**src/hdl/bpd_pkg.sv**
```systemverilog
`timescale 1ns / 1ps
`default_nettype none

package bpd_pkg;

  localparam int QUEUE_DEPTH = 4;

  localparam logic [3:0] PH_LOAD_LO = 4'd0;
  localparam logic [3:0] PH_LOAD_HI = 4'd1;
  localparam logic [3:0] PH_LINK_LO = 4'd2;
  localparam logic [3:0] PH_LINK_HI = 4'd3;
  localparam logic [3:0] PH_NUM_LO  = 4'd4;
  localparam logic [3:0] PH_NUM_HI  = 4'd5;
  localparam logic [3:0] PH_BODY    = 4'd6;
  localparam logic [3:0] PH_FILL    = 4'd7;
  localparam logic [3:0] PH_HALT    = 4'd8;

  localparam logic [7:0] TOKEN_FIRST = 8'h80;
  localparam logic [7:0] TOKEN_LAST  = 8'hcb;
  localparam logic [7:0] QUOTE_CHAR  = 8'h22;

  localparam logic [2:0] K_LINENO = 3'd0;
  localparam logic [2:0] K_CHAR   = 3'd1;
  localparam logic [2:0] K_PLACE  = 3'd2;
  localparam logic [2:0] K_EOL    = 3'd3;
  localparam logic [2:0] K_END    = 3'd4;
  localparam logic [2:0] K_BADLNK = 3'd5;

  typedef struct packed {
    logic [2:0]  kind;
    logic [15:0] value;
    logic        kw;
    logic        pair;
  } op_t;

  typedef struct packed {
    logic [2:0]  len;
    logic [55:0] text;
  } kw_t;

  function automatic kw_t kw_entry(input logic [6:0] idx);
    kw_t e;
    e.len = 3'd1;
    e.text = '0;
    case (idx)
      7'd0:  begin e.len = 3'd3; e.text = 56'("END");     end
      7'd1:  begin e.len = 3'd3; e.text = 56'("FOR");     end
      7'd2:  begin e.len = 3'd4; e.text = 56'("NEXT");    end
      7'd3:  begin e.len = 3'd4; e.text = 56'("DATA");    end
      7'd4:  begin e.len = 3'd6; e.text = 56'("INPUT#");  end
      7'd5:  begin e.len = 3'd5; e.text = 56'("INPUT");   end
      7'd6:  begin e.len = 3'd3; e.text = 56'("DIM");     end
      7'd7:  begin e.len = 3'd4; e.text = 56'("READ");    end
      7'd8:  begin e.len = 3'd3; e.text = 56'("LET");     end
      7'd9:  begin e.len = 3'd4; e.text = 56'("GOTO");    end
      7'd10: begin e.len = 3'd3; e.text = 56'("RUN");     end
      7'd11: begin e.len = 3'd2; e.text = 56'("IF");      end
      7'd12: begin e.len = 3'd7; e.text = 56'("RESTORE"); end
      7'd13: begin e.len = 3'd5; e.text = 56'("GOSUB");   end
      7'd14: begin e.len = 3'd6; e.text = 56'("RETURN");  end
      7'd15: begin e.len = 3'd3; e.text = 56'("REM");     end
      7'd16: begin e.len = 3'd4; e.text = 56'("STOP");    end
      7'd17: begin e.len = 3'd2; e.text = 56'("ON");      end
      7'd18: begin e.len = 3'd4; e.text = 56'("WAIT");    end
      7'd19: begin e.len = 3'd4; e.text = 56'("LOAD");    end
      7'd20: begin e.len = 3'd4; e.text = 56'("SAVE");    end
      7'd21: begin e.len = 3'd6; e.text = 56'("VERIFY");  end
      7'd22: begin e.len = 3'd3; e.text = 56'("DEF");     end
      7'd23: begin e.len = 3'd4; e.text = 56'("POKE");    end
      7'd24: begin e.len = 3'd6; e.text = 56'("PRINT#");  end
      7'd25: begin e.len = 3'd5; e.text = 56'("PRINT");   end
      7'd26: begin e.len = 3'd4; e.text = 56'("CONT");    end
      7'd27: begin e.len = 3'd4; e.text = 56'("LIST");    end
      7'd28: begin e.len = 3'd3; e.text = 56'("CLR");     end
      7'd29: begin e.len = 3'd3; e.text = 56'("CMD");     end
      7'd30: begin e.len = 3'd3; e.text = 56'("SYS");     end
      7'd31: begin e.len = 3'd4; e.text = 56'("OPEN");    end
      7'd32: begin e.len = 3'd5; e.text = 56'("CLOSE");   end
      7'd33: begin e.len = 3'd3; e.text = 56'("GET");     end
      7'd34: begin e.len = 3'd3; e.text = 56'("NEW");     end
      7'd35: begin e.len = 3'd4; e.text = 56'("TAB(");    end
      7'd36: begin e.len = 3'd2; e.text = 56'("TO");      end
      7'd37: begin e.len = 3'd2; e.text = 56'("FN");      end
      7'd38: begin e.len = 3'd4; e.text = 56'("SPC(");    end
      7'd39: begin e.len = 3'd4; e.text = 56'("THEN");    end
      7'd40: begin e.len = 3'd3; e.text = 56'("NOT");     end
      7'd41: begin e.len = 3'd4; e.text = 56'("STEP");    end
      7'd42: begin e.len = 3'd1; e.text = 56'("+");       end
      7'd43: begin e.len = 3'd1; e.text = 56'("-");       end
      7'd44: begin e.len = 3'd1; e.text = 56'("*");       end
      7'd45: begin e.len = 3'd1; e.text = 56'("/");       end
      7'd46: begin e.len = 3'd1; e.text = 56'("^");       end
      7'd47: begin e.len = 3'd3; e.text = 56'("AND");     end
      7'd48: begin e.len = 3'd2; e.text = 56'("OR");      end
      7'd49: begin e.len = 3'd1; e.text = 56'(">");       end
      7'd50: begin e.len = 3'd1; e.text = 56'("=");       end
      7'd51: begin e.len = 3'd1; e.text = 56'("<");       end
      7'd52: begin e.len = 3'd3; e.text = 56'("SGN");     end
      7'd53: begin e.len = 3'd3; e.text = 56'("INT");     end
      7'd54: begin e.len = 3'd3; e.text = 56'("ABS");     end
      7'd55: begin e.len = 3'd3; e.text = 56'("USR");     end
      7'd56: begin e.len = 3'd3; e.text = 56'("FRE");     end
      7'd57: begin e.len = 3'd3; e.text = 56'("POS");     end
      7'd58: begin e.len = 3'd3; e.text = 56'("SQR");     end
      7'd59: begin e.len = 3'd3; e.text = 56'("RND");     end
      7'd60: begin e.len = 3'd3; e.text = 56'("LOG");     end
      7'd61: begin e.len = 3'd3; e.text = 56'("EXP");     end
      7'd62: begin e.len = 3'd3; e.text = 56'("COS");     end
      7'd63: begin e.len = 3'd3; e.text = 56'("SIN");     end
      7'd64: begin e.len = 3'd3; e.text = 56'("TAN");     end
      7'd65: begin e.len = 3'd3; e.text = 56'("ATN");     end
      7'd66: begin e.len = 3'd4; e.text = 56'("PEEK");    end
      7'd67: begin e.len = 3'd3; e.text = 56'("LEN");     end
      7'd68: begin e.len = 3'd4; e.text = 56'("STR$");    end
      7'd69: begin e.len = 3'd3; e.text = 56'("VAL");     end
      7'd70: begin e.len = 3'd3; e.text = 56'("ASC");     end
      7'd71: begin e.len = 3'd4; e.text = 56'("CHR$");    end
      7'd72: begin e.len = 3'd5; e.text = 56'("LEFT$");   end
      7'd73: begin e.len = 3'd6; e.text = 56'("RIGHT$");  end
      7'd74: begin e.len = 3'd4; e.text = 56'("MID$");    end
      7'd75: begin e.len = 3'd2; e.text = 56'("GO");      end
      default: begin e.len = 3'd1; e.text = '0;          end
    endcase
    return e;
  endfunction

endpackage

`default_nettype wire

```
**src/hdl/bpd_queue.sv**
```systemverilog
`timescale 1ns / 1ps
`default_nettype none

module bpd_queue #(
  parameter int DEPTH = bpd_pkg::QUEUE_DEPTH
) (
  input  wire logic          clk,
  input  wire logic          rst,
  input  wire logic          wr,
  input  wire bpd_pkg::op_t  wr_op,
  output logic               full,
  input  wire logic          rd,
  output bpd_pkg::op_t       rd_op,
  output logic               empty
);
  import bpd_pkg::*;

  localparam int AW = (DEPTH > 1) ? $clog2(DEPTH) : 1;

  op_t           store [DEPTH];
  logic [AW-1:0] wr_ptr, rd_ptr;
  logic [AW:0]   count;
  logic          do_wr, do_rd;

  assign full = count == (AW+1)'(DEPTH);
  assign empty = count == '0;
  assign do_wr = wr && !full;
  assign do_rd = rd && !empty;
  assign rd_op = store[rd_ptr];

  always_ff @(posedge clk) begin
    if (rst) begin
      wr_ptr <= '0;
      rd_ptr <= '0;
      count <= '0;
    end else begin
      if (do_wr) begin
        wr_ptr <= (wr_ptr == AW'(DEPTH - 1)) ? '0 : wr_ptr + AW'(1);
      end
      if (do_rd) begin
        rd_ptr <= (rd_ptr == AW'(DEPTH - 1)) ? '0 : rd_ptr + AW'(1);
      end
      if (do_wr && !do_rd) begin
        count <= count + (AW+1)'(1);
      end else if (do_rd && !do_wr) begin
        count <= count - (AW+1)'(1);
      end
    end
  end

  always_ff @(posedge clk) begin
    if (do_wr) begin
      store[wr_ptr] <= wr_op;
    end
  end

endmodule

`default_nettype wire

```
**config.mk**
```make
export PLATFORM = sky130hd
export DESIGN_NAME = bpd_queue
export DESIGN_NICKNAME = d
export VERILOG_FILES = /design/src/hdl/bpd_pkg.sv /design/src/hdl/bpd_queue.sv
export SDC_FILE = /design/constraint.sdc
export NUM_CORES = 1
export LEC_CHECK = 0
export BUFFER_PORTS_ARGS = -buffer_cell sky130_fd_sc_hd__buf_2
export CORE_ASPECT_RATIO = 1.2
export CORE_MARGIN = 2
export CORE_UTILIZATION = 50
export CTS_BUF_LIST = sky130_fd_sc_hd__clkbuf_2 sky130_fd_sc_hd__clkbuf_4 sky130_fd_sc_hd__clkbuf_8
export DETAILED_ROUTE_END_ITERATION = 16
export PLACE_DENSITY = 0.71
export RECOVER_POWER = 100
export SLEW_MARGIN = 20
export SYNTH_ARGS = -nofsm -noshare
export SYNTH_HDL_FRONTEND = slang
export SYNTH_SLANG_ARGS = --single-unit
```
**constraint.sdc**
```tcl
create_clock -name clk -period 2.7 [get_ports clk]
set_input_delay 0.54 -clock clk [delete_from_list [all_inputs] [get_ports clk]]
set_output_delay 0.54 -clock clk [all_outputs]
set_load 0.02 [all_outputs]
```
### Yosys cells after proc, flatten, opt, wreduce, memory -nomap -nowiden

Memory sizes are Yosys's and may differ from the RTL's. A register that Yosys moved wholly into a read port is not among the register bits.
Cells that the tools add are included.

* register bits after elaboration: 7
* RAM bits: 84
* input port bits: 25
* output and inout port bits: 23
* memories kept: 1

* $add $sub $neg: 4
* eq/ne operators: 3
* mux-type cells: 8
* reduce and logical (&&, ||, !) cells: 10

Memories
* store: depth 4, width 21, read ports 1, clocked after Yosys merged registers in 1, write ports 1, line bpd_queue.sv:20 `op_t store [DEPTH];`

Operators by type and width (count)
* 2-bit two-way mux: 4
* 3-bit two-way mux: 2
* 2-bit by 1-bit adder with 2-bit output, second input constant: 2
* 2-bit equality test, second input constant: 2
* 1-bit logical AND: 4
* 1-bit logical NOT: 4
* 3-bit by 1-bit adder with 3-bit output, second input constant: 1
* 3-bit equality test, second input constant: 1
* 3-bit logical NOT: 1
* 3-bit by 1-bit subtractor with 3-bit output, second input constant: 1
* 1-bit two-way mux: 2
* 2-bit nonzero test: 1

### Depth between registers and ports, before layout

* depth in word-level cells: 7
* depth in mapped cells: 10

### Least setup slack after synthesis

Ideal clock, no wire load.

* path type: register to register
* start point: register count[0]
* end point: register count[2]
* library setup time: 70 ps
* arrival time: 1990 ps
* data required time: 2630 ps
* setup slack: 640 ps
* cell stages (with the launch flop): 11
* buffers on the path: 1
* period minus slack after synthesis: 2060 ps
* path through: dfxtp_1 > or3b_1 > buf_6 > clkinv_8 > nor2_4 > ha_1 > inv_1 > fa_1 > xor2_1 > or3_1 > a21oi_1

* cells in the longest elaborated chain, start to end: 6

Ends and longest elaborated chain
* start: declaration: line bpd_queue.sv:22 `logic [AW:0] count;`
* start signal: assignment: line bpd_queue.sv:44 `count <= count + (AW+1)'(1);`
* start signal: assignment: line bpd_queue.sv:46 `count <= count - (AW+1)'(1);`
* 3-bit equality test (*): line bpd_queue.sv:25 `assign full = count == (AW+1)'(DEPTH);`
* via full: line bpd_queue.sv:11 `output logic full,`
* 1-bit logical NOT (*): line bpd_queue.sv:27 `assign do_wr = wr && !full;`
* 1-bit logical AND (*): line bpd_queue.sv:27
* via do_wr: line bpd_queue.sv:23 `logic do_wr, do_rd;`
* 1-bit logical NOT: line bpd_queue.sv:45 `end else if (do_rd && !do_wr) begin`
* 1-bit logical AND: line bpd_queue.sv:45
* 2-bit nonzero test (no line)

The timed path passes the listed nets; every way through them passes the cells marked *. The select of a mux whose other input is x is not followed.
A chain may end at the register's enable or synchronous reset.

==> results.json <==
{
  "post_cts_buffers": 0,
  "synth_area_leaders": "edfxtp_1 (71%), mux4_2 (13%), dfxtp_1 (5.1%), ha_1 (2.1%), and3_1 (0.71%)",
  "swShare_pct": 29.1,
  "postSynthCellCount": 159,
  "first_pass_iters": 4,
  "clock_skew_ns": 0.00991,
  "fp.dieW_um": 80.8,
  "hold_depth": 1,
  "seqPwrFrac_pct": 50.9,
  "mostFrequentLayoutCells": "edfxtp_1 (84), clkbuf_1 (42), mux4_2 (21)",
  "synthToLayoutAreaGrowth_pct": 13.0,
  "leakagePower_nw": 1.30,
  "ys_ff_latch": 93,
  "rsz0062_at_grt": "no",
  "ff2ff_path_depth": 9,
  "instances_no_fill": 305,
  "viasPerCell": 5.30,
  "rr_endpoint": "count[2]$_SDFFE_PP0P_",
  "whs_ns": 0.443,
  "final_antenna_net_count": 0,
  "tritoncts.num_buffers": 9,
  "slowest_stage": "dfxtp_2",
  "ys_warn_count": 0,
  "htree_num_levels": 3,
  "vias": 1616,
  "dpl-instance-area_um2": 3870,
  "reg2reg_from": "count[0]$_SDFFE_PP0P_",
  "hp-start": "wr_op[5]",
  "synth_nets": 191,
  "hold_path_end": "store[2][5]$_DFFE_PP_",
  "crit_fanout": 14,
  "clock-root-buffer": "clkbuf_8",
  "min_period_over_period_pct": 86.3,
  "antenna_found_initial": 0,
  "grtUsageTotal_pct": 15.0,
  "num_rows": 33,
  "p_per_area_nw_per_um2": 898,
  "wl_per_cell_um": 17.6,
  "p_clk_share_pct": 24.8,
  "yosys.area.top_type": "edfxtp_1",
  "tritoncts": "done",
  "dp.cells": 289,
  "cp_cell_sequence": "buf_12 -> mux4_2 -> clkbuf_1",
  "grt_pass1_wl_um": 8080,
  "fin_util_pct": 58.3,
  "wl_um": 5370,
  "final_nets": 245,
  "finalHoldViolCount": 0,
  "drv_cap": 0,
  "cts.sinks": 93,
  "synth_top_area_share_pct": 71.3,
  "crit_arrival_ns": 1.79,
  "crit_required_ns": 2.16,
  "fmax_mhz": 429,
  "place_hpwl_um": 3370,
  "period_needed_ns": 2.33,
  "setup.reg_to_reg.worst_slack_ns": 0.40,
  "fin_tns_setup_ns": 0,
  "syn_area_per_cell_um2": 22.2,
  "die_h_um": 96.1,
  "setup_violations": 0,
  "insertion_delay_ns": 0.35,
  "ir_drop_mv": 0.530,
  "final_area_um2": 4000,
  "p_comb_share_pct": 24.3,
  "status": "finished, final reports clean",
  "die_area_um2": 7770,
  "yosysSeqAreaShare_pct": 76.4,
  "diodes": 0,
  "worst_slack_ns": 0.370,
  "cts_buffer_depth": 2,
  "p_int_mw": 2.55,
  "tightest_slew_ns": 1.11,
  "place_ws_ns": 0.439,
  "power.total_mw": 3.59,
  "slew_violations": 0,
  "p_sw_mw": 1.04,
  "layout-drive-gt1-share_pct": 22.0,
  "gp_congestion": 0.674,
  "core_um2": 6850,
  "port_buffers": 47,
  "startpoint_type": "register",
  "max_stage_delay_ns": 0.52,
  "ios": 48,
  "syn-cell-area_um2": 3540,
  "synth_cell_types": 26,
  "crit_type": "register to output port",
  "grt_pass1_vias": 1628,
  "dr.first_iter.drc_count": 95,
  "min_path_type": "input pin to register",
  "maxSlewHeadroom_pct": 25.8,
  "cts_resized": 0,
  "grt-ovfl-total": 0,
  "mostFrequentLayoutCell": "edfxtp_1",
  "grt_max_degree": 22,
  "hold_buffers": 0,
  "endpoint_kind": "output port",
  "clk_pin_slew_ns": 0.09,
  "initial_core_util_pct": 51.6,
  "drc_errors": 0
}
==> metal layers <==
layer,part of all wire [%],up-vias,GRT usage (%)
met5,0,-,0
met4,1.8,0,6.78
met2,52,38,24.9
met1,41,821,18.6
li1,-,751,-
met3,5.3,6,4.03
==> worst max-delay path by stage <==
stage / start / endpoint / slack (ns) / depth (start not counted)
2_1_floorplan: count[0]$_SDFFE_PP0P_ / count[2]$_SDFFE_PP0P_ / 0.64 / 10
3_3_place_gp: wr / count[2]$_SDFFE_PP0P_ / 0.49 / 9
3_5_place_dp: wr / count[2]$_SDFFE_PP0P_ / 0.44 / 9
4_1_cts: register / rd_op[8] / 0.33 / 3
5_1_grt: count[0]$_SDFFE_PP0P_ / count[2]$_SDFFE_PP0P_ / 0.25 / 9
6_report: register / rd_op[8] / 0.37 / 3
==> Yosys cell counts, drive strengths merged <==
cell,instances
bufinv,1
ha,6
buf,3
mux2i,2
o31ai,2
edfxtp,84
mux4,21
dfxtp,9
nand2,1
a21oi,3
inv,3
or3,2
fa,1
nor3,2
or3b,1
nor2,4
nand3,2
clkinv,1
and3,4
xor2,2
o21ai,2
clkbuf,3
==> registers in the layout (all words and copies together), names as in the netlist, named ones only <==
| signal | flops |
|---|---|
| wr_ptr | 2 |
| count | 3 |
| rd_ptr | 2 |
| store | 84 |
==> power by group through the flow <==
stage	Combinational (mW)	Sequential, mW	Clock, mW
after CTS	0.937	1.84	0.914
after floorplan	0.700	1.83	0
after detailed placement	0.935	1.87	0
after global placement	0.926	1.86	0
final	0.872	1.83	0.890
after global routing	0.946	1.85	0.962
==> cell type report <==
type                    count  area, µm²
fillers                   548       2860
flip-flops and latches     93       2700
multi-input cells          55        734
repair buffers             49        210
clock buffers              10        131
well taps                  87        109
clock inverters             6       63.8
inverters                   5       45.0
==> cells by family after synthesis <==
logic type / Yosys count / synth area share, %
muxes: 23 / 13.9
AOI/OAI and AO/OA: 7 / 1.52
DFF: 93 / 76.4
adders and majority gates: 7 / 2.69
buffers and inverters: 11 / 2.33
and+or+nand+nor: 16 / 2.62
xor gates and xnor gates: 2 / 0.495
==> worst max-delay path, delay by kind of cell, from the launching register on <==
family	cells	cell delay, ns
buffers and inverters	2	0.41
DFF	1	0.52
muxes	1	0.52
Note: power is estimated with default switching activity, not from simulation.
