File: config.mk
export PLATFORM = sky130hd
export DESIGN_NAME = bpd_front
export DESIGN_NICKNAME = d
export VERILOG_FILES = /design/src/hdl/bpd_pkg.sv /design/src/hdl/bpd_front.sv
export SDC_FILE = /design/constraint.sdc
export NUM_CORES = 1
export LEC_CHECK = 0
export BUFFER_PORTS_ARGS = -buffer_cell sky130_fd_sc_hd__buf_2
export CAP_MARGIN = 20
export CORE_MARGIN = 2
export CORE_UTILIZATION = 45
export DETAILED_ROUTE_END_ITERATION = 12
export GPL_TIMING_DRIVEN = 0
export PLACE_DENSITY_LB_ADDON = 0.15
export RECOVER_POWER = 25
export SKIP_CTS_REPAIR_TIMING = 1
export SLEW_MARGIN = 10
export SYNTH_ARGS = -nofsm -noshare
export SYNTH_HDL_FRONTEND = slang
export SYNTH_SLANG_ARGS = --single-unit
export TNS_END_PERCENT = 100
File: constraint.sdc
create_clock -name clk -period 10.3 [get_ports clk]
set_clock_uncertainty 0.15 [all_clocks]
set_input_delay 2.06 -clock clk [delete_from_list [all_inputs] [get_ports clk]]
set_output_delay 2.06 -clock clk [all_outputs]
set_load 0.05 [all_outputs]
File: src/hdl/bpd_pkg.sv
`timescale 1ns / 1ps
`default_nettype none

package bpd_pkg;

  localparam int QUEUE_DEPTH = 4;

  localparam logic [3:0] PH_LOAD_LO = 4'd0;
  localparam logic [3:0] PH_LOAD_HI = 4'd1;
  localparam logic [3:0] PH_LINK_LO = 4'd2;
  localparam logic [3:0] PH_LINK_HI = 4'd3;
  localparam logic [3:0] PH_NUM_LO  = 4'd4;
  localparam logic [3:0] PH_NUM_HI  = 4'd5;
  localparam logic [3:0] PH_BODY    = 4'd6;
  localparam logic [3:0] PH_FILL    = 4'd7;
  localparam logic [3:0] PH_HALT    = 4'd8;

  localparam logic [7:0] TOKEN_FIRST = 8'h80;
  localparam logic [7:0] TOKEN_LAST  = 8'hcb;
  localparam logic [7:0] QUOTE_CHAR  = 8'h22;

  localparam logic [2:0] K_LINENO = 3'd0;
  localparam logic [2:0] K_CHAR   = 3'd1;
  localparam logic [2:0] K_PLACE  = 3'd2;
  localparam logic [2:0] K_EOL    = 3'd3;
  localparam logic [2:0] K_END    = 3'd4;
  localparam logic [2:0] K_BADLNK = 3'd5;

  typedef struct packed {
    logic [2:0]  kind;
    logic [15:0] value;
    logic        kw;
    logic        pair;
  } op_t;

  typedef struct packed {
    logic [2:0]  len;
    logic [55:0] text;
  } kw_t;

  function automatic kw_t kw_entry(input logic [6:0] idx);
    kw_t e;
    e.len = 3'd1;
    e.text = '0;
    case (idx)
      7'd0:  begin e.len = 3'd3; e.text = 56'("END");     end
      7'd1:  begin e.len = 3'd3; e.text = 56'("FOR");     end
      7'd2:  begin e.len = 3'd4; e.text = 56'("NEXT");    end
      7'd3:  begin e.len = 3'd4; e.text = 56'("DATA");    end
      7'd4:  begin e.len = 3'd6; e.text = 56'("INPUT#");  end
      7'd5:  begin e.len = 3'd5; e.text = 56'("INPUT");   end
      7'd6:  begin e.len = 3'd3; e.text = 56'("DIM");     end
      7'd7:  begin e.len = 3'd4; e.text = 56'("READ");    end
      7'd8:  begin e.len = 3'd3; e.text = 56'("LET");     end
      7'd9:  begin e.len = 3'd4; e.text = 56'("GOTO");    end
      7'd10: begin e.len = 3'd3; e.text = 56'("RUN");     end
      7'd11: begin e.len = 3'd2; e.text = 56'("IF");      end
      7'd12: begin e.len = 3'd7; e.text = 56'("RESTORE"); end
      7'd13: begin e.len = 3'd5; e.text = 56'("GOSUB");   end
      7'd14: begin e.len = 3'd6; e.text = 56'("RETURN");  end
      7'd15: begin e.len = 3'd3; e.text = 56'("REM");     end
      7'd16: begin e.len = 3'd4; e.text = 56'("STOP");    end
      7'd17: begin e.len = 3'd2; e.text = 56'("ON");      end
      7'd18: begin e.len = 3'd4; e.text = 56'("WAIT");    end
      7'd19: begin e.len = 3'd4; e.text = 56'("LOAD");    end
      7'd20: begin e.len = 3'd4; e.text = 56'("SAVE");    end
      7'd21: begin e.len = 3'd6; e.text = 56'("VERIFY");  end
      7'd22: begin e.len = 3'd3; e.text = 56'("DEF");     end
      7'd23: begin e.len = 3'd4; e.text = 56'("POKE");    end
      7'd24: begin e.len = 3'd6; e.text = 56'("PRINT#");  end
      7'd25: begin e.len = 3'd5; e.text = 56'("PRINT");   end
      7'd26: begin e.len = 3'd4; e.text = 56'("CONT");    end
      7'd27: begin e.len = 3'd4; e.text = 56'("LIST");    end
      7'd28: begin e.len = 3'd3; e.text = 56'("CLR");     end
      7'd29: begin e.len = 3'd3; e.text = 56'("CMD");     end
      7'd30: begin e.len = 3'd3; e.text = 56'("SYS");     end
      7'd31: begin e.len = 3'd4; e.text = 56'("OPEN");    end
      7'd32: begin e.len = 3'd5; e.text = 56'("CLOSE");   end
      7'd33: begin e.len = 3'd3; e.text = 56'("GET");     end
      7'd34: begin e.len = 3'd3; e.text = 56'("NEW");     end
      7'd35: begin e.len = 3'd4; e.text = 56'("TAB(");    end
      7'd36: begin e.len = 3'd2; e.text = 56'("TO");      end
      7'd37: begin e.len = 3'd2; e.text = 56'("FN");      end
      7'd38: begin e.len = 3'd4; e.text = 56'("SPC(");    end
      7'd39: begin e.len = 3'd4; e.text = 56'("THEN");    end
      7'd40: begin e.len = 3'd3; e.text = 56'("NOT");     end
      7'd41: begin e.len = 3'd4; e.text = 56'("STEP");    end
      7'd42: begin e.len = 3'd1; e.text = 56'("+");       end
      7'd43: begin e.len = 3'd1; e.text = 56'("-");       end
      7'd44: begin e.len = 3'd1; e.text = 56'("*");       end
      7'd45: begin e.len = 3'd1; e.text = 56'("/");       end
      7'd46: begin e.len = 3'd1; e.text = 56'("^");       end
      7'd47: begin e.len = 3'd3; e.text = 56'("AND");     end
      7'd48: begin e.len = 3'd2; e.text = 56'("OR");      end
      7'd49: begin e.len = 3'd1; e.text = 56'(">");       end
      7'd50: begin e.len = 3'd1; e.text = 56'("=");       end
      7'd51: begin e.len = 3'd1; e.text = 56'("<");       end
      7'd52: begin e.len = 3'd3; e.text = 56'("SGN");     end
      7'd53: begin e.len = 3'd3; e.text = 56'("INT");     end
      7'd54: begin e.len = 3'd3; e.text = 56'("ABS");     end
      7'd55: begin e.len = 3'd3; e.text = 56'("USR");     end
      7'd56: begin e.len = 3'd3; e.text = 56'("FRE");     end
      7'd57: begin e.len = 3'd3; e.text = 56'("POS");     end
      7'd58: begin e.len = 3'd3; e.text = 56'("SQR");     end
      7'd59: begin e.len = 3'd3; e.text = 56'("RND");     end
      7'd60: begin e.len = 3'd3; e.text = 56'("LOG");     end
      7'd61: begin e.len = 3'd3; e.text = 56'("EXP");     end
      7'd62: begin e.len = 3'd3; e.text = 56'("COS");     end
      7'd63: begin e.len = 3'd3; e.text = 56'("SIN");     end
      7'd64: begin e.len = 3'd3; e.text = 56'("TAN");     end
      7'd65: begin e.len = 3'd3; e.text = 56'("ATN");     end
      7'd66: begin e.len = 3'd4; e.text = 56'("PEEK");    end
      7'd67: begin e.len = 3'd3; e.text = 56'("LEN");     end
      7'd68: begin e.len = 3'd4; e.text = 56'("STR$");    end
      7'd69: begin e.len = 3'd3; e.text = 56'("VAL");     end
      7'd70: begin e.len = 3'd3; e.text = 56'("ASC");     end
      7'd71: begin e.len = 3'd4; e.text = 56'("CHR$");    end
      7'd72: begin e.len = 3'd5; e.text = 56'("LEFT$");   end
      7'd73: begin e.len = 3'd6; e.text = 56'("RIGHT$");  end
      7'd74: begin e.len = 3'd4; e.text = 56'("MID$");    end
      7'd75: begin e.len = 3'd2; e.text = 56'("GO");      end
      default: begin e.len = 3'd1; e.text = '0;          end
    endcase
    return e;
  endfunction

endpackage

`default_nettype wire

File: src/hdl/bpd_front.sv
`timescale 1ns / 1ps
`default_nettype none

module bpd_front (
  input  wire logic          clk,
  input  wire logic          rst,
  input  wire logic          push,
  input  wire logic [7:0]    file_byte,
  input  wire logic          start_of_file,
  input  wire logic          q_full,
  output logic               q_push,
  output bpd_pkg::op_t       q_op
);
  import bpd_pkg::*;

  logic [3:0]  phase, phase_next;
  logic [7:0]  lo_byte, lo_byte_next;
  logic [15:0] next_link, next_link_next;
  logic [15:0] position, position_next;
  logic        in_quotes, in_quotes_next;
  logic [3:0]  ph;
  logic [15:0] pos_inc;
  logic [15:0] link_full;
  logic        act;

  assign act = push && !q_full;
  assign ph = start_of_file ? PH_LOAD_LO : phase;
  assign pos_inc = position + 16'd1;
  assign link_full = {file_byte, next_link[7:0]};

  always_comb begin
    phase_next = phase;
    lo_byte_next = lo_byte;
    next_link_next = next_link;
    position_next = position;
    in_quotes_next = start_of_file ? 1'b0 : in_quotes;
    q_push = 1'b0;
    q_op.kind = K_CHAR;
    q_op.value = {8'h00, file_byte};
    q_op.kw = 1'b0;
    q_op.pair = 1'b0;
    case (ph)
      PH_LOAD_LO: begin
        lo_byte_next = file_byte;
        phase_next = PH_LOAD_HI;
      end
      PH_LOAD_HI: begin
        position_next = {file_byte, lo_byte};
        phase_next = PH_LINK_LO;
      end
      PH_LINK_LO: begin
        position_next = pos_inc;
        next_link_next = {8'h00, file_byte};
        phase_next = PH_LINK_HI;
      end
      PH_LINK_HI: begin
        position_next = pos_inc;
        next_link_next = link_full;
        if (link_full == 16'd0) begin
          q_push = act;
          q_op.kind = K_END;
          q_op.value = 16'd0;
          phase_next = PH_HALT;
        end else begin
          phase_next = PH_NUM_LO;
        end
      end
      PH_NUM_LO: begin
        position_next = pos_inc;
        lo_byte_next = file_byte;
        phase_next = PH_NUM_HI;
      end
      PH_NUM_HI: begin
        position_next = pos_inc;
        q_push = act;
        q_op.kind = K_LINENO;
        q_op.value = {file_byte, lo_byte};
        in_quotes_next = 1'b0;
        phase_next = PH_BODY;
      end
      PH_BODY: begin
        position_next = pos_inc;
        q_push = act;
        if (file_byte == 8'h00) begin
          in_quotes_next = 1'b0;
          q_op.kind = K_EOL;
          q_op.value = next_link;
          if (next_link == pos_inc) begin
            phase_next = PH_LINK_LO;
          end else if (next_link > pos_inc) begin
            phase_next = PH_FILL;
          end else begin
            q_op.pair = 1'b1;
            phase_next = PH_HALT;
          end
        end else if (file_byte == QUOTE_CHAR) begin
          in_quotes_next = !in_quotes_next;
        end else if (!in_quotes_next && file_byte inside {[TOKEN_FIRST:TOKEN_LAST]}) begin
          q_op.kw = 1'b1;
          q_op.value = {8'h00, file_byte - TOKEN_FIRST};
        end else if (file_byte inside {[8'h20:8'h5b], 8'h5d, 8'h5e}) begin
          q_op.kind = K_CHAR;
        end else begin
          q_op.kind = K_PLACE;
        end
      end
      PH_FILL: begin
        position_next = pos_inc;
        if (pos_inc == next_link) begin
          phase_next = PH_LINK_LO;
        end
      end
      PH_HALT: begin
        phase_next = PH_HALT;
      end
      default: begin
        phase_next = PH_HALT;
      end
    endcase
  end

  always_ff @(posedge clk) begin
    if (rst) begin
      phase <= PH_LOAD_LO;
      in_quotes <= 1'b0;
      position <= 16'd0;
      next_link <= 16'd0;
    end else if (act) begin
      phase <= phase_next;
      in_quotes <= in_quotes_next;
      position <= position_next;
      next_link <= next_link_next;
    end
  end

  always_ff @(posedge clk) begin
    if (act) begin
      lo_byte <= lo_byte_next;
    end
  end

endmodule

`default_nettype wire

== Yosys cells after proc, flatten, opt, wreduce, memory -nomap -nowiden ==
Index checks and enable logic that the tools add are counted.
Widths: inputs -> output; s select.

* Add/subtract/negate cells: 2
* $mul: 0
* Divide/modulo/power cells: 0
* Magnitude comparators: 5
* Equality and inequality tests: 14
* Shift operators: 0
* Mux-type cells: 27
* Bitwise gates (word level): 1
* Reduce and logical (&&, ||, !) cells: 20

{| class="wikitable"
|+ Operators by type and width
! cell !! count
|-
| $pmux 16 s2 || 2
|-
| $pmux 19 s3 || 1
|-
| $mux 19 || 2
|-
| $eq 16x16->1 || 2
|-
| $pmux 4 s8 || 1
|-
| $mux 4 || 6
|-
| $mux 20 || 1
|-
| $add 16x1->16 const B || 1
|-
| $eq 4x3->1 const B || 4
|-
| $eq 8x7->1 const B || 2
|-
| $gt 16x16->1 || 1
|-
| $logic_not 16->1 || 1
|-
| $mux 9 || 1
|-
| $eq 4x2->1 const B || 2
|-
| $eq 8x6->1 const B || 1
|-
| $ge 8x6->1 const B || 1
|-
| $ge 8x8->1 const B || 1
|-
| $le 8x7->1 const B || 1
|-
| $le 8x8->1 const B || 1
|-
| $logic_not 8->1 || 1
|-
| $mux 1 || 8
|-
| $sub 8x8->8 const B || 1
|-
| $reduce_and 2->1 || 3
|-
| $reduce_and 3->1 || 2
|-
| 13 further kinds || 22
|}

* Register bits after elaboration: 45
* Bits in latches: 0
* Bits in writable memories: 0
* Memory bits (read-only): 0
* Bits of input ports: 13
* Output and inout bits: 22
* Word-level logic and storage cells: 75
* Memories: 0

== Longest topological paths before layout ==
* Depth after elaboration: 8
* Depth in mapped cells: 12
* Depth with buffers taken out: 12

== Worst setup path after synthesis ==
Ideal clock, no wire load.

* Kind: input to output
* Start point: input start_of_file
* End point: output q_op[9] (netlist bit)
* Arrival time: 4.099 ns
* Data required time: 8.090 ns
* Slack: 3.991 ns
* Stages on the path: 5
* Buffers on the path: 1
* Cells stage by stage: or3b_1 -> buf_6 -> a211oi_4 -> a21oi_1 -> o21ai_0

{| class="wikitable"
|+ RTL lines
! element !! RTL line !! source
|-
| start, declared || bpd_front.sv:9 || <nowiki>input wire logic start_of_file,</nowiki>
|-
| end, declared || bpd_front.sv:12 || <nowiki>output bpd_pkg::op_t q_op</nowiki>
|}

==> impl_metrics.env <==
export IMPL_synth_seq_area_share_pct=29.9
export IMPL_placedCellCount=519
export IMPL_fmax_ghz=0.154
export IMPL_syn_area_mm2=0.00328
export IMPL_synthArstFlopShare_pct=0
export IMPL_hold_viol_final=0
export IMPL_cp_arrival_ns=4.29
export IMPL_gp_congestion=0.916
export IMPL_ys_warn_count=0
export IMPL_endpoint_kind="output port"
export IMPL_dr_total_vias=3150
export IMPL_netlist_area_leader_share_pct=22.6
export IMPL_max_cap_violations=0
export IMPL_grt_pass1_vias=2810
export IMPL_detail_route_vias_per_cell=5.98
export IMPL_setup_violations=0
export IMPL_routed_wl_um=9760
export IMPL_yosys_top_cells_area="dfxtp_1, edfxtp_1, ha_1, nor2_1, nand2_1"
export IMPL_antenna_found_initial=0
export IMPL_pwr_share_comb_pct=14.3
export IMPL_fp_row_count=31
export IMPL_final_period_utilization_pct=63.2
export IMPL_insertedDiodeCount=0
export IMPL_worstMarginPinSlew_ns=1.00
export IMPL_cp_max_fo=9
export IMPL_path_clk_slew_ns=0.09
export IMPL_cp_required_ns=8.09
export IMPL_slew_headroom_pct=32.6
export IMPL_p_sw_share_pct=29.4
export IMPL_synth_ff_type="dfxtp_1"
export IMPL_synth_commonest_cells="nor2_1, nand2_1, dfxtp_1"
export IMPL_antenna_left=0
export IMPL_die_x_um=89.4
export IMPL_syn_num_nets=417
export IMPL_drc_errors=0
export IMPL_status="completed"
export IMPL_clock_sinks=45
export IMPL_fin_setup_tns_ns=0
export IMPL_ys_ff_latch=45
export IMPL_clock_power_share_pct=32.8
export IMPL_first_pass_iters=5
export IMPL_avgSynthCellArea_um2=8.47
export IMPL_synth_edff_count=8
export IMPL_netlist_instances=387
export IMPL_io_pin_count=35
export IMPL_powerDensity_mw_per_mm2=96.4
export IMPL_synth_most_common_cell="nor2_1"
export IMPL_synth_area_leader_cell="dfxtp_1"
export IMPL_clockBufferDepth=2
export IMPL_clock_latency_ns=0.32
export IMPL_grt_max_degree=15
export IMPL_grt_overflow=0
export IMPL_num_nets_final=457
export IMPL_hold_path_class="reg -> reg"
export IMPL_cts_tree="built"
export IMPL_wl_per_cell_um=18.5
export IMPL_fin_crit_ns=6.50
export IMPL_slew_violations=0
export IMPL_cts_root_buf="clkbuf_8"
export IMPL_drt_iter0_drc=406
export IMPL_p_int_uw=247
export IMPL_fp_dieArea_mm2=0.00798
export IMPL_start_util_pct=45.9
export IMPL_drive_gt1_share_pct=15.9
export IMPL_path_class="in -> out"
export IMPL_port_buffers=33
export IMPL_p_seq_share_pct=52.9
export IMPL_die_h_um=89.4
export IMPL_switchingPower_uw=103
export IMPL_ys_types=64
export IMPL_startpoint_type="input port"
export IMPL_rsz0062_at_grt="no"
export IMPL_dpl_hpwl_um=7260
export IMPL_htreeDepth=2
export IMPL_finalNonFillerCells=527
export IMPL_cts_buffers=5
export IMPL_grt_pass1_wl_um=15400
export IMPL_grt_usage_pct=25.6
export IMPL_fp_coreArea_mm2=0.00714
export IMPL_vdd_ir_drop_worst_uv=50.3
export IMPL_syn2layout_area_growth_pct=10.8
export IMPL_power_leakage_uw=0.00137
-- placed cells by master (no fill, tap or decap), drive strengths merged, types with 5 or more instances in the layout --
master / count
a211oi: 7
a21oi: 26
a22o: 12
a22oi: 18
a31oi: 7
buf: 33
clkbuf: 30
dfxtp: 37
edfxtp: 8
ha: 17
inv: 13
nand2: 38
nand2b: 5
nand3: 15
nand4: 11
nor2: 47
nor3: 8
nor4: 7
o21ai: 26
xnor2: 10
xor2: 6
-- layout make-up --
class	instances	area [um^2]
Buffer	28	265
Tap cell	99	124
Inverter	13	48.8
Clock buffer	5	68.8
Multi-Input combinational cell	301	1970
Sequential cell	45	981
Timing Repair Buffer	33	158
Clock inverter	3	17.5
Fill cell	738	3500
-- worst max-delay path: stages --
cell and delay, ns:
buf_2 0.15, or3b_1 0.37, buf_6 0.15, a211oi_1 0.82, or2_4 0.29, a222oi_1 0.11
inv_1 0.09, buf_2 0.26
-- flip-flops by register name, indices dropped and copies added (netlist names) --
name and cells:
in_quotes 1, next_link 16, position 16, lo_byte 8
phase 4
-- power by group through the flow --
stage	clock network [uW]	registers [uW]	logic (uW)
floorplan	0	188	35.9
global placement	0	189	49.4
detailed placement	0	189	49.9
CTS	117	185	50.2
global route	121	186	53.7
finish	115	185	50.1
-- kinds of logic (layout without fill, tap and decap cells) --
family	after synthesis	count (layout)	share of synthesized area (%)
compound gates	118	118	24.9
fa+ha+maj	17	17	6.49
xor+xnor	16	16	4.27
simple gates	148	148	24.2
mux	2	2	0.611
flops	45	45	29.9
buf+inv	41	82	9.58
-- through the flow --
step / utilization [%] / hold WS, ns / worst slack [ns] / instance area (um^2) / total power [uW]
3_3_place_gp: 50.0 / 0.345 / 4.12 / 3570 / 239
3_5_place_dp: 50.0 / 0.353 / 4.12 / 3570 / 239
6_report: 50.9 / 0.361 / 3.80 / 3630 / 350
5_1_grt: 50.9 / 0.392 / 3.67 / 3630 / 360
4_1_cts: 51.2 / 0.366 / 4.12 / 3650 / 352
2_1_floorplan: - / 0.317 / 3.99 / 3280 / 224
-- routing by layer --
layer	vias to the layer above	global-route usage (%)	share of wire [%]
met5	-	0	0
met4	0	6.24	2.3
met3	21	4.16	7.6
met2	119	39.9	44
met1	1500	37.1	47
li1	1510	-	-
-- worst paths after layout --
kind         cells after the start          start  slack [ns]           end
min                              2   next_link[0]        0.36  next_link[0]
min reg2reg                      2   next_link[0]        0.36  next_link[0]
max                              8  start_of_file        3.80       q_op[8]
max reg2reg                     12    position[0]        6.57      phase[2]
(Power assumes the default switching activity.)
